### src/hw/rtl/voxel_occupancy_grid_assert.svh
// Assertion macros shared by the voxel occupancy grid RTL.
`ifndef VOXEL_OCCUPANCY_GRID_ASSERT_SVH
`define VOXEL_OCCUPANCY_GRID_ASSERT_SVH

// Same-cycle implication, sampled on i_clk and disabled during reset.
`define VOG_ASSERT_NOW(lbl, ante, cons, msg) \
    lbl: assert property (@(posedge i_clk) disable iff (!i_rst_n) (ante) |-> (cons)) \
        else $error(msg);

// Next-cycle implication, sampled on i_clk and disabled during reset.
`define VOG_ASSERT_NEXT(lbl, ante, cons, msg) \
    lbl: assert property (@(posedge i_clk) disable iff (!i_rst_n) (ante) |=> (cons)) \
        else $error(msg);

`endif

### src/hw/rtl/vog_pkg.sv
// Shared constants and types of the voxel occupancy grid.
package vog_pkg;

    localparam int COORD_W   = 32;
    localparam int CELL_BITS = 4;
    localparam int CELL_W    = 3 * CELL_BITS;
    localparam int ROW_BITS  = 2 * CELL_BITS;
    localparam int ROW_W     = 1 << CELL_BITS;
    localparam int STEP_W    = (CELL_BITS > 1) ? $clog2(CELL_BITS) : 1;
    localparam int INDEX_W   = 12;
    localparam logic [CELL_BITS-1:0] CELL_TOP = '1;

    typedef enum logic [1:0] {
        MODE_CLEAR = 2'd0,
        MODE_WIDEN = 2'd1,
        MODE_MARK  = 2'd2,
        MODE_QUERY = 2'd3
    } t_mode;

    // Control from the sequencer to the per-axis quotient units.
    typedef struct packed {
        logic load;
        logic step;
    } t_div_ctl;

endpackage

### src/hw/rtl/vog_axis_div.sv
// Bit-serial quotient unit: one axis cell, floor(2^CELL_BITS * d / e), clamped.
module vog_axis_div
    import vog_pkg::*;
(
    input  logic                 i_clk,
    input  t_div_ctl             i_ctl,
    input  logic [COORD_W:0]     i_num,
    input  logic [COORD_W-1:0]   i_den,
    output logic [CELL_BITS-1:0] o_q
);

    logic [COORD_W-1:0]   r_rem;
    logic [CELL_BITS-1:0] r_q;
    logic                 r_zero;
    logic                 r_sat;

    logic [COORD_W:0] rem2;
    logic [COORD_W:0] den_ext;
    logic [COORD_W:0] diff;
    logic             ge;
    logic             num_nonpos;

    assign rem2       = {r_rem, 1'b0};
    assign den_ext    = {1'b0, i_den};
    assign diff       = rem2 - den_ext;
    assign ge         = (rem2 >= den_ext);
    assign num_nonpos = i_num[COORD_W] || (i_num == '0);

    // A distance at or beyond the full extent saturates; otherwise d < e and
    // the restoring steps below produce exactly CELL_BITS quotient bits.
    always_ff @(posedge i_clk) begin
        if (i_ctl.load) begin
            r_rem  <= i_num[COORD_W-1:0];
            r_q    <= '0;
            r_zero <= (i_den == '0) || num_nonpos;
            r_sat  <= (i_num[COORD_W-1:0] >= i_den);
        end else if (i_ctl.step) begin
            r_rem <= ge ? diff[COORD_W-1:0] : rem2[COORD_W-1:0];
            r_q   <= {r_q[CELL_BITS-2:0], ge};
        end
    end

    assign o_q = r_zero ? '0 : (r_sat ? CELL_TOP : r_q);

endmodule

### config.mk
export PLATFORM = sky130hd
export DESIGN_NAME = vog_axis_div
export DESIGN_NICKNAME = d
export VERILOG_FILES = /design/src/hw/rtl/voxel_occupancy_grid_assert.svh /design/src/hw/rtl/vog_pkg.sv /design/src/hw/rtl/vog_axis_div.sv
export SDC_FILE = /design/constraint.sdc
export NUM_CORES = 1
export LEC_CHECK = 0
export BUFFER_PORTS_ARGS = -buffer_cell sky130_fd_sc_hd__buf_4
export CORE_MARGIN = 3
export CORE_UTILIZATION = 59
export DETAILED_ROUTE_END_ITERATION = 10
export PLACE_DENSITY = 0.9
export SKIP_CTS_REPAIR_TIMING = 1
export SYNTH_ARGS = -nofsm -noshare
export SYNTH_HDL_FRONTEND = slang
export SYNTH_SLANG_ARGS = --single-unit
### constraint.sdc
create_clock -name i_clk -period 4.19 [get_ports i_clk]
set_input_delay 0.838 -clock i_clk [delete_from_list [all_inputs] [get_ports i_clk]]
set_output_delay 0.838 -clock i_clk [all_outputs]
set_load 0.02 [all_outputs]
==> flow_summary.ini, run 1 <==
[timing]
period_share = 0.826
final.setup.tns_ns = 0
fmax_mhz = 289
rsz0062_at_grt = false
drv_slew = 0
hold_violations = 0
setup_viol = 0
maxSlewHeadroom = 0.222
fin_worst_skew_ns = 0.00846
tightest_slew_ns = 1.14
period_needed_ns = 3.46

[setup_path]
arrival_ns = 3.49
path_max_fanout = 2
path_class = primary input to flip-flop
cp_common_cell = nand4_1
path_cells = buf_4, inv_1, ha_1, nand4_1, nor2_1, nand3_1, a2111oi_0, nand4_1, o31ai_1
cpMaxStageDelayCell = a2111oi_0
cp_top_family = compound AO/OA/AOI/OAI gates
worstSetupEndpointType = flip-flop
cp-start-kind = primary input
path_buf_inv = 2
required_ns = 4.22
critPathMaxStageDelay_ns = 0.92

[route]
drtIter0Drc = 409
dr.pass1.iters = 5
vias = 4615
postRouteAntennaNets = 0
post_drt_wl_per_cell_um = 19.0
drc_errors = 0
wirelength_um = 13500
routed_via_density = 6.49

[cts]
cts-root-buf = clkbuf_8
htreeDepth = 2
cts_tree = done
clk_pin_slew_ns = 0.08
worst_skew_pair.late_latency_ns = 0.31
cts_max_path_buffers = 2
numCtsBuffers = 5
cts_sinks = 38

[power]
finalPower_w = 0.00268
p_leak_nw = 2.45
power_density_nw_per_um2 = 509
ir_drop_mv = 0.291

[floorplan]
rows = 31
die_y_um = 93.9
die_area_um2 = 8810
start_util = 0.618
core_area_um2 = 7370
die_w_um = 93.9
num_io_pins = 72

[synth]
netlist_instances = 545
synth_top_area_share = 0.224
synth_seq_area_share = 0.242
synth_xor_area_frac = 0.0384
synth_top_family_by_area = compound AO/OA/AOI/OAI gates
syn_area_per_cell_um2 = 8.36
ys_types = 64
synthAdderAreaFrac = 0.180
synth_enable_flop_cells = 34
synth_commonest_cells = ha_1 (64), nor2_1 (53), a21oi_1 (47)
synth_most_common_cell = ha_1
ys_ff_latch = 38
synthFlopType = edfxtp_1
syn-cell-area_um2 = 4560
ys_warn_count = 0
yosysTopAreaCell = edfxtp_1
synth.area.mux_share = 0.0398
yosys-top-cells-area = edfxtp_1 (22%), ha_1 (18%), a21oi_1 (5.2%)
synthArstFlopShare = 0
yosys.area_share.simple = 0.205
synth_compound_area_frac = 0.241
syn_nets = 678

[placed_design]
hpwlAfterDp_um = 10600
port-buffer-count = 71
place_congestion = 0.983

[status]
outcome = finished clean

[finish]
fill_cells = 558
diodes = 0
drive_gt1_frac = 0.158
nets = 744
area_delta_synth_final_pct = 15.6

[grt]
grt_antenna_before_repair = 0
grt_pass1_wl_um = 21300
track_usage = 0.302
grt_max_degree = 33
grt.overflow.total = 0
grt_pass1_vias = 4585

[run]
max-cap-violations = 0

[hold_path]
hp-class = flip-flop to flip-flop
-- tightest hold or removal path: cells and delay by family, from the launching register on --
| family | cells | cell delay [ns] |
|---|---|---|
| flip-flops | 1 | 0.35 |
| multiplexers | 1 | 0.08 |
| AND/OR/NAND/NOR | 1 | 0.07 |
-- where the power goes --
| part | leakage, nW | internal, W | switching, W |
|---|---|---|---|
| sequential | 0.373 | 0.000571 | 0.0000750 |
| combinational | 2.02 | 0.000708 | 0.000987 |
| clock | 0.0504 | 0.000177 | 0.000161 |
| total | 2.45 | 0.00146 | 0.00122 |
-- cells by family (layout without fill, tap and decap cells) --
kind of cell	count (synthesis)	after routing
xor gates and xnor gates	20	20
AOI/OAI and AO/OA	159	159
DFF	38	38
adders and majority gates	65	65
buffers and inverters	57	124
muxes	18	18
and+or+nand+nor	188	188
-- metal layers --
metal  part of all wire  GRT usage  vias up
li1                   -          -     2170
met1               0.40      0.378     2146
met5                  0          0        -
met3              0.092     0.0401       42
met4              0.026      0.113        0
met2               0.48      0.526      257
-- per-stage QoR --
step	instances	worst slack [ns]	util	area [um2]	hold WS [ns]
floorplan	545	0.951	-	4560	0.461
global placement	703	0.651	0.699	5150	0.480
detailed placement	703	0.587	0.699	5150	0.524
CTS	711	0.880	0.715	5270	0.545
global route	711	0.676	0.715	5270	0.580
finish	711	0.729	0.715	5270	0.534
-- placed cells by master, fill, tap and decap left out, types with 6 or more instances in the layout --
cell type   n
a21o_1     24
nor3_1     11
xor2_1     11
mux2i_1    17
inv_1      40
nand2b_1    8
nor4_1     18
o21ai_0    20
ha_1       64
a31oi_1    10
nand2_1    43
buf_4      76
o21a_1     10
nand3_1    10
edfxtp_1   34
nor2_1     53
a21oi_1    47
nor2b_1     6
xnor2_1     9
nand4_1    13
-- registers in the layout, summed over array words and instances (netlist names) --
signal  flops
r_rem      32
r_q         4
r_sat       1
r_zero      1
-- final timing paths --
check | depth (start not counted) | endpoint | start | slack, ns
min reg2reg | 2 | r_q[3]$_SDFFE_PP0P_ | r_q[3]$_SDFFE_PP0P_ | 0.53
max reg2reg | 10 | r_rem[26]$_DFFE_PP_ | r_rem[0]$_DFFE_PP_ | 1.09
max | 9 | r_sat$_DFFE_PP_ | i_den[31] | 0.73
min | 2 | r_q[3]$_SDFFE_PP0P_ | r_q[3]$_SDFFE_PP0P_ | 0.53
-- final cells by class --
class	count	area [um2]	area share
multi-input cells	450	3210	0.609
flip-flops and latches	38	1100	0.209
well taps	99	124	0.0235
repair buffers	76	571	0.108
clock buffers	5	68.8	0.0131
clock inverters	3	45.0	0.00855
inverters	40	150	0.0285
No activity file was read; power rests on OpenSTA's default activity.
==> run 2: changes to the inputs <==
ABC_AREA = 1   (was unset)
CORE_UTILIZATION = 60   (was 59)
PLACE_DENSITY = 0.89   (was 0.9)
clock period = 3.2 ns   (was 4.19 ns; I/O delays follow)
==> run 2 against run 1 <==
Critical path depth rose by 9. Flip-flop and latch count unchanged. Highest routed layer unchanged. Synthesized area grew 24%. Largest cell class unchanged.
==> flow_summary.ini, run 2 <==
[route]
post_drt_wl_per_cell_um = 14.6
postRouteAntennaNets = 0
drtIter0Drc = 690
dr.pass1.iters = 6
wirelength_um = 16200
drc_errors = 0
vias = 6104
routed_via_density = 5.50

[synth]
yosysTopAreaCell = nand2_1
synth_top_area_share = 0.233
netlist_instances = 933
syn-cell-area_um2 = 5650
synth_enable_flop_cells = 34
synthFlopType = edfxtp_1
syn_nets = 1066
yosys-top-cells-area = nand2_1 (23%), edfxtp_1 (18%), ha_1 (14%)
synthArstFlopShare = 0
synth_seq_area_share = 0.195
synth_most_common_cell = nand2_1
ys_warn_count = 0
ys_types = 38
syn_area_per_cell_um2 = 6.05
synth_commonest_cells = nand2_1 (350), inv_1 (180), nand3_1 (71)
ys_ff_latch = 38

[power]
p_leak_nw = 3.68
ir_drop_mv = 0.256
power_density_nw_per_um2 = 508

[floorplan]
core_area_um2 = 8930
start_util = 0.632
die_w_um = 103
die_area_um2 = 10600
num_io_pins = 72
rows = 34
die_y_um = 103

[timing]
tightest_slew_ns = 0.903
final.setup.worst_slack_ns = 0.566
period_needed_ns = 2.63
maxSlewHeadroom = 0.398
fin_worst_skew_ns = 0.0103
setup_viol = 0
drv_slew = 0
final.setup.tns_ns = 0
period_share = 0.823
rsz0062_at_grt = false
fmax_mhz = 380
hold_violations = 0

[grt]
grt_antenna_before_repair = 0
grt_max_degree = 37
grt_use_met3 = 0.0379
grt.overflow.total = 0
grt_pass1_vias = 5523
grt_pass1_wl_um = 26300
grt_util_met2 = 0.495
grt_busiest_layer = met2
use_met1 = 0.461
track_usage = 0.316

[setup_path]
critPathMaxStageDelay_ns = 0.39
path_cells = buf_4, inv_1, ha_1, nand2_1, inv_1, nand2_1, nand2_1, inv_2, nand3_2, nand2_1, nand2_1, nand2_2, buf_4, nand3_1, nand2_1, inv_1, nand2_1, nand2_1
path_class = primary input to flip-flop
cp_top_family = simple AND/OR/NAND/NOR gates
worstSetupEndpointType = flip-flop
arrival_ns = 2.70
cpMaxStageDelayCell = buf_4
required_ns = 3.27
cp_common_cell = nand2_1
path_max_fanout = 31
cp-start-kind = primary input
path_buf_inv = 6

[cts]
cts-root-buf = clkbuf_8
numCtsBuffers = 5
cts_sinks = 38
clk_pin_slew_ns = 0.09
worst_skew_pair.late_latency_ns = 0.30
htreeDepth = 2
cts_tree = done
cts_max_path_buffers = 2

[finish]
fin_util = 0.715
drive_gt1_frac = 0.112
regMostFlops = r_rem
largest_register_ffs = 32
nets = 1133
final_common_cell = nand2_1
top_regs = r_rem (32), r_q (4)
finish.instance_area_um2 = 6390
layout_common_cells = nand2_1 (350), inv_1 (180), buf_4 (77)
area_delta_synth_final_pct = 13.2
diodes = 0

[placed_design]
hpwlAfterDp_um = 13200
place_congestion = 1.04
pre_cts_slack_ns = 0.301
dpl_cell_area_um2 = 6250
port-buffer-count = 71

[run]
max-cap-violations = 0

[hold_path]
hp-class = flip-flop to flip-flop

[status]
outcome = finished clean
==> run 2: cell types whose count changed after synthesis, sizes merged, moves of 17 or more <==
cell	before	now
nand3b	0	24
nand2	43	355
mux2i	17	0
nand3	11	78
inv	40	185
a21o	24	0
==> run 2: cells by family after synthesis <==
kind of cell	after synthesis	share of synthesized area
flip-flops	38	0.195
AND/OR/NAND/NOR	554	0.437
AO/OA/AOI/OAI	57	0.0556
buffers and inverters	204	0.144
adder cells (fa/ha/maj)	65	0.145
XOR/XNOR	15	0.0233
==> run 2: stage by stage <==
step                total power, W  cells  hold WS, ns
floorplan                  0.00218    933        0.447
global placement           0.00264   1101        0.471
detailed placement         0.00266   1101        0.467
CTS                        0.00320   1109        0.480
global route               0.00352   1109        0.500
finish                     0.00324   1109        0.475
==> run 2: power by group <==
group,switching [W],total [W],internal [W]
Sequential,0.0000584,0.000737,0.000679
Clock,0.000202,0.000536,0.000333
Combinational,0.00125,0.00197,0.000724
Total,0.00151,0.00324,0.00174
==> run 2: layer usage <==
layer	routed length, um	part of all wire
met5	0	0
met4	373	0.023
met2	6980	0.43
met1	7200	0.44
met3	1690	0.10
==> run 2: final timing paths <==
kind / depth (start not counted) / slack [ns] / startpoint / endpoint
max: 18 / 0.57 / i_den[7] / r_rem[31]$_DFFE_PP_
min: 2 / 0.48 / r_q[3]$_SDFFE_PP0P_ / r_q[3]$_SDFFE_PP0P_
max reg2reg: 12 / 0.63 / r_rem[15]$_DFFE_PP_ / r_rem[30]$_DFFE_PP_
min reg2reg: 2 / 0.48 / r_q[3]$_SDFFE_PP0P_ / r_q[3]$_SDFFE_PP0P_
==> run 2: tightest hold or removal path, stage by stage (launching register included) <==
cell	delay, ns
dfxtp_1	0.30
inv_1	0.06
o22ai_1	0.07
==> run 2: cell type report <==
class,instances,area [um2]
multi-input combinational,691,3730
fill,825,2540
sequential,38,1100
inverter,187,702
timing repair buffer,77,578
tap,108,135
clock buffer,6,82.6
clock inverter,2,60.1
==> run 3: changes to the inputs <==
ABC_AREA = 0   (was 1)
CORE_UTILIZATION = 59   (was 60)
PLACE_DENSITY = 0.9   (was 0.89)
clock period = 2.6 ns   (was 3.2 ns; I/O delays follow)
==> run 3 against run 2 <==
The flow now stops in 5_1_grt. Synthesized cell count down 42%. Synthesized area down 19%.
==> flow_summary.ini, run 3 <==
[status]
outcome = did not finish
failing_step = 5_1_grt
error = [ERROR GRT-0232] Routing congestion too high. Check the congestion heatmap in the GUI.

[cts]
cts_max_path_buffers = 2
cts-root-buf = clkbuf_8
cts_sinks = 38
numCtsBuffers = 5
htreeDepth = 2

[grt]
grt.overflow.total = 453
track_usage = 0.873
grt_max_degree = 33

[placed_design]
dpl_cell_area_um2 = 6350
placedCellCount = 817
port-buffer-count = 71
place_congestion = 0.964
hpwlAfterDp_um = 13000

[floorplan]
start_util = 0.618
die_y_um = 93.9
rows = 31
num_io_pins = 72
die_w_um = 93.9

[synth]
synth_enable_flop_cells = 34
syn-cell-area_um2 = 4560
synthArstFlopShare = 0
ys_ff_latch = 38
netlist_instances = 545
yosys-top-cells-area = edfxtp_1 (22%), ha_1 (18%), a21oi_1 (5.2%)
synth_seq_area_share = 0.242
synth_most_common_cell = ha_1
synthFlopType = edfxtp_1
syn_area_per_cell_um2 = 8.36
ys_types = 64
synth_top_area_share = 0.224
yosysTopAreaCell = edfxtp_1
ys_warn_count = 0
synth_commonest_cells = ha_1 (64), nor2_1 (53), a21oi_1 (47)
syn_nets = 678

[timing]
worst_endpoint = r_rem[31]$_DFFE_PP_/D
worstEndpointType = sequential cell input
## run 3: cell count changes after synthesis, sizes merged, moves of 8 or more
cell    before  now
mux2i        0   17
a21oi       36   48
nand3       78   11
nand2      355   43
nand3b      24    0
o21ai        9   23
inv        185   40
a31oi        1   10
nand2b       0    8
o21a         2   10
nand4       21   13
a21o         0   24
xor2         2   11
## run 3: cells by family after synthesis
group	Yosys count	share of synthesized area
and+or+nand+nor	188	0.205
AOI/OAI and AO/OA	159	0.241
adders and majority gates	65	0.180
buffers and inverters	57	0.0544
DFF	38	0.242
xor gates and xnor gates	20	0.0384
muxes	18	0.0398
## run 3: metal layers
layer	overflow	track usage
met2	326	1.14
met1	4	0.810
met4	116	1.01
met3	7	0.619
met5	0	0.0449
## run 3: metrics by stage
step                      setup slack [ns]  setup TNS [ns]
after floorplan                    -0.0710          -0.439
after global placement              -0.290           -6.66
after detailed placement            -0.373           -9.15
after CTS                           -0.225           -4.23
==> run 4: changes to the inputs <==
CORE_UTILIZATION = 40   (was 59)
PLACE_DENSITY = unset   (was 0.9)
PLACE_DENSITY_LB_ADDON = 0.15   (was unset)
==> run 4 against run 3 <==
The flow now finishes, with violations (setup timing).
==> flow_summary.ini, run 4 (synthesis results as in run 1) <==
[status]
outcome = complete, but fails checks
violations = setup timing

[setup_path]
r2r-start = r_rem[11]$_DFFE_PP_
cpMaxStageDelayCell = edfxtp_1
cp-start-kind = flip-flop
cp-endpoint = r_rem[16]$_DFFE_PP_
path_max_fanout = 5
arrival_ns = 2.86
worstSetupEndpointType = flip-flop
reg2reg_slack_ns = -0.12
cp_common_cell = o21a_1
critPathMaxStageDelay_ns = 0.45
path_cells = ha_4, a21oi_1, o21a_1, o21a_1, o32a_1, a21boi_4, o21ai_4, buf_6, or3b_1, a31oi_1
r2r_end = r_rem[16]$_DFFE_PP_
rr_worst_depth = 10
path_class = flip-flop to flip-flop
required_ns = 2.73
crit_start = r_rem[11]$_DFFE_PP_

[placed_design]
hpwlAfterDp_um = 12600
port-buffer-count = 71
pre_cts_slack_ns = -0.361
place_congestion = 0.874

[power]
power_density_nw_per_um2 = 854
power_frac_seq = 0.179
intPower_w = 0.00359
p_sw_w = 0.00251
switching_share = 0.412
ir_drop_mv = 0.444
finalPower_w = 0.00610
combPwrFrac = 0.698
p_clk_frac = 0.123
p_leak_nw = 3.21

[finish]
layout_common_cells = buf_4 (204), nor2_1 (52), ha_1 (41)
ff_latch_area_um2 = 1100
nets = 882
multi_input_area_um2 = 3850
top_regs = r_rem (32), r_q (4)
area_delta_synth_final_pct = 56.8
largest_register_ffs = 32
drive_gt1_frac = 0.436
diodes = 0
regMostFlops = r_rem
fill_cells = 884
fin_util = 0.651
final_common_cell = buf_4

[grt]
grt_pass1_vias = 4982
grt_pass1_wl_um = 24400
grt_max_degree = 31
grt.overflow.total = 0
track_usage = 0.238
grt_antenna_before_repair = 0

[timing]
hold_violations = 0
period_share = 1.05
setup_viol = 25
timing.hold.ws_ns = 0.464
period_needed_ns = 2.72
drv_slew = 0
maxSlewHeadroom = 0.564
fmax_mhz = 367
final.setup.worst_slack_ns = -0.124
tightest_slew_ns = 0.648
fin_worst_skew_ns = 0.00301
rsz0062_at_grt = true

[floorplan]
num_io_pins = 72
die_area_um2 = 12700
die_y_um = 113
core_area_um2 = 11000
start_util = 0.415
die_w_um = 113
rows = 38

[cts]
numCtsBuffers = 5
cts_max_path_buffers = 2
worst_skew_pair.late_latency_ns = 0.30
cts-root-buf = clkbuf_16
cts_sinks = 38
clk_pin_slew_ns = 0.07
cts_tree = done
htreeDepth = 2

[route]
postRouteAntennaNets = 0
routed_via_density = 5.66
drtIter0Drc = 270
drc_errors = 0
post_drt_wl_per_cell_um = 18.0
dr.pass1.iters = 5
wirelength_um = 16000
vias = 5036

[hold_path]
hp-class = primary input to flip-flop

[run]
max-cap-violations = 0
-- run 4: layout make-up --
| class | count | share of cell area |
|---|---|---|
| clock buffers | 5 | 0.0175 |
| clock inverters | 3 | 0.00630 |
| inverters | 40 | 0.0235 |
| multi-input cells | 450 | 0.539 |
| flip-flops and latches | 38 | 0.154 |
| well taps | 140 | 0.0245 |
| repair buffers | 214 | 0.236 |
-- run 4: worst min-delay path by stage --
| stage | end | start | slack (ns) | cells after the start |
|---|---|---|---|---|
| 2_1_floorplan | r_q[3]$_SDFFE_PP0P_ | r_q[3]$_SDFFE_PP0P_ | 0.46 | 2 |
| 3_3_place_gp | r_q[3]$_SDFFE_PP0P_ | r_q[3]$_SDFFE_PP0P_ | 0.48 | 2 |
| 3_5_place_dp | r_q[3]$_SDFFE_PP0P_ | r_q[3]$_SDFFE_PP0P_ | 0.49 | 2 |
| 4_1_cts | r_q[0]$_SDFFE_PP0P_ | i_ctl[0] | 0.46 | 2 |
| 5_1_grt | r_q[0]$_SDFFE_PP0P_ | i_ctl[0] | 0.48 | 2 |
| 6_report | r_q[0]$_SDFFE_PP0P_ | i_ctl[0] | 0.46 | 2 |
-- run 4: metrics by stage --
step / instance area [um2] / TNS, ns / instances
5_1_grt: 7150 / -4.39 / 890
4_1_cts: 6620 / -1.50 / 874
3_5_place_dp: 6450 / -8.10 / 866
2_1_floorplan: 4880 / -0.439 / 545
6_report: 7150 / -1.70 / 890
3_3_place_gp: 6450 / -7.16 / 866
-- run 4: layer usage --
layer  part of all wire  GRT usage
met4              0.025     0.0817
met5                  0          0
met3              0.054     0.0369
met2               0.50      0.406
met1               0.43      0.306
-- run 4: worst max-delay path, delay by kind of cell, from the launching register on --
kind | cells | cell delay, ns
fa+ha+maj | 1 | 0.32
compound gates | 7 | 1.29
simple gates | 1 | 0.36
flops | 1 | 0.45
buf+inv | 1 | 0.14
-- run 4: power groups by stage --
stage,clock network (W),logic [W],registers [W]
after CTS,0.000756,0.00355,0.00107
after detailed placement,0,0.00353,0.00108
after floorplan,0,0.00231,0.00104
after global routing,0.000776,0.00461,0.00111
after global placement,0,0.00346,0.00108
final,0.000750,0.00426,0.00109
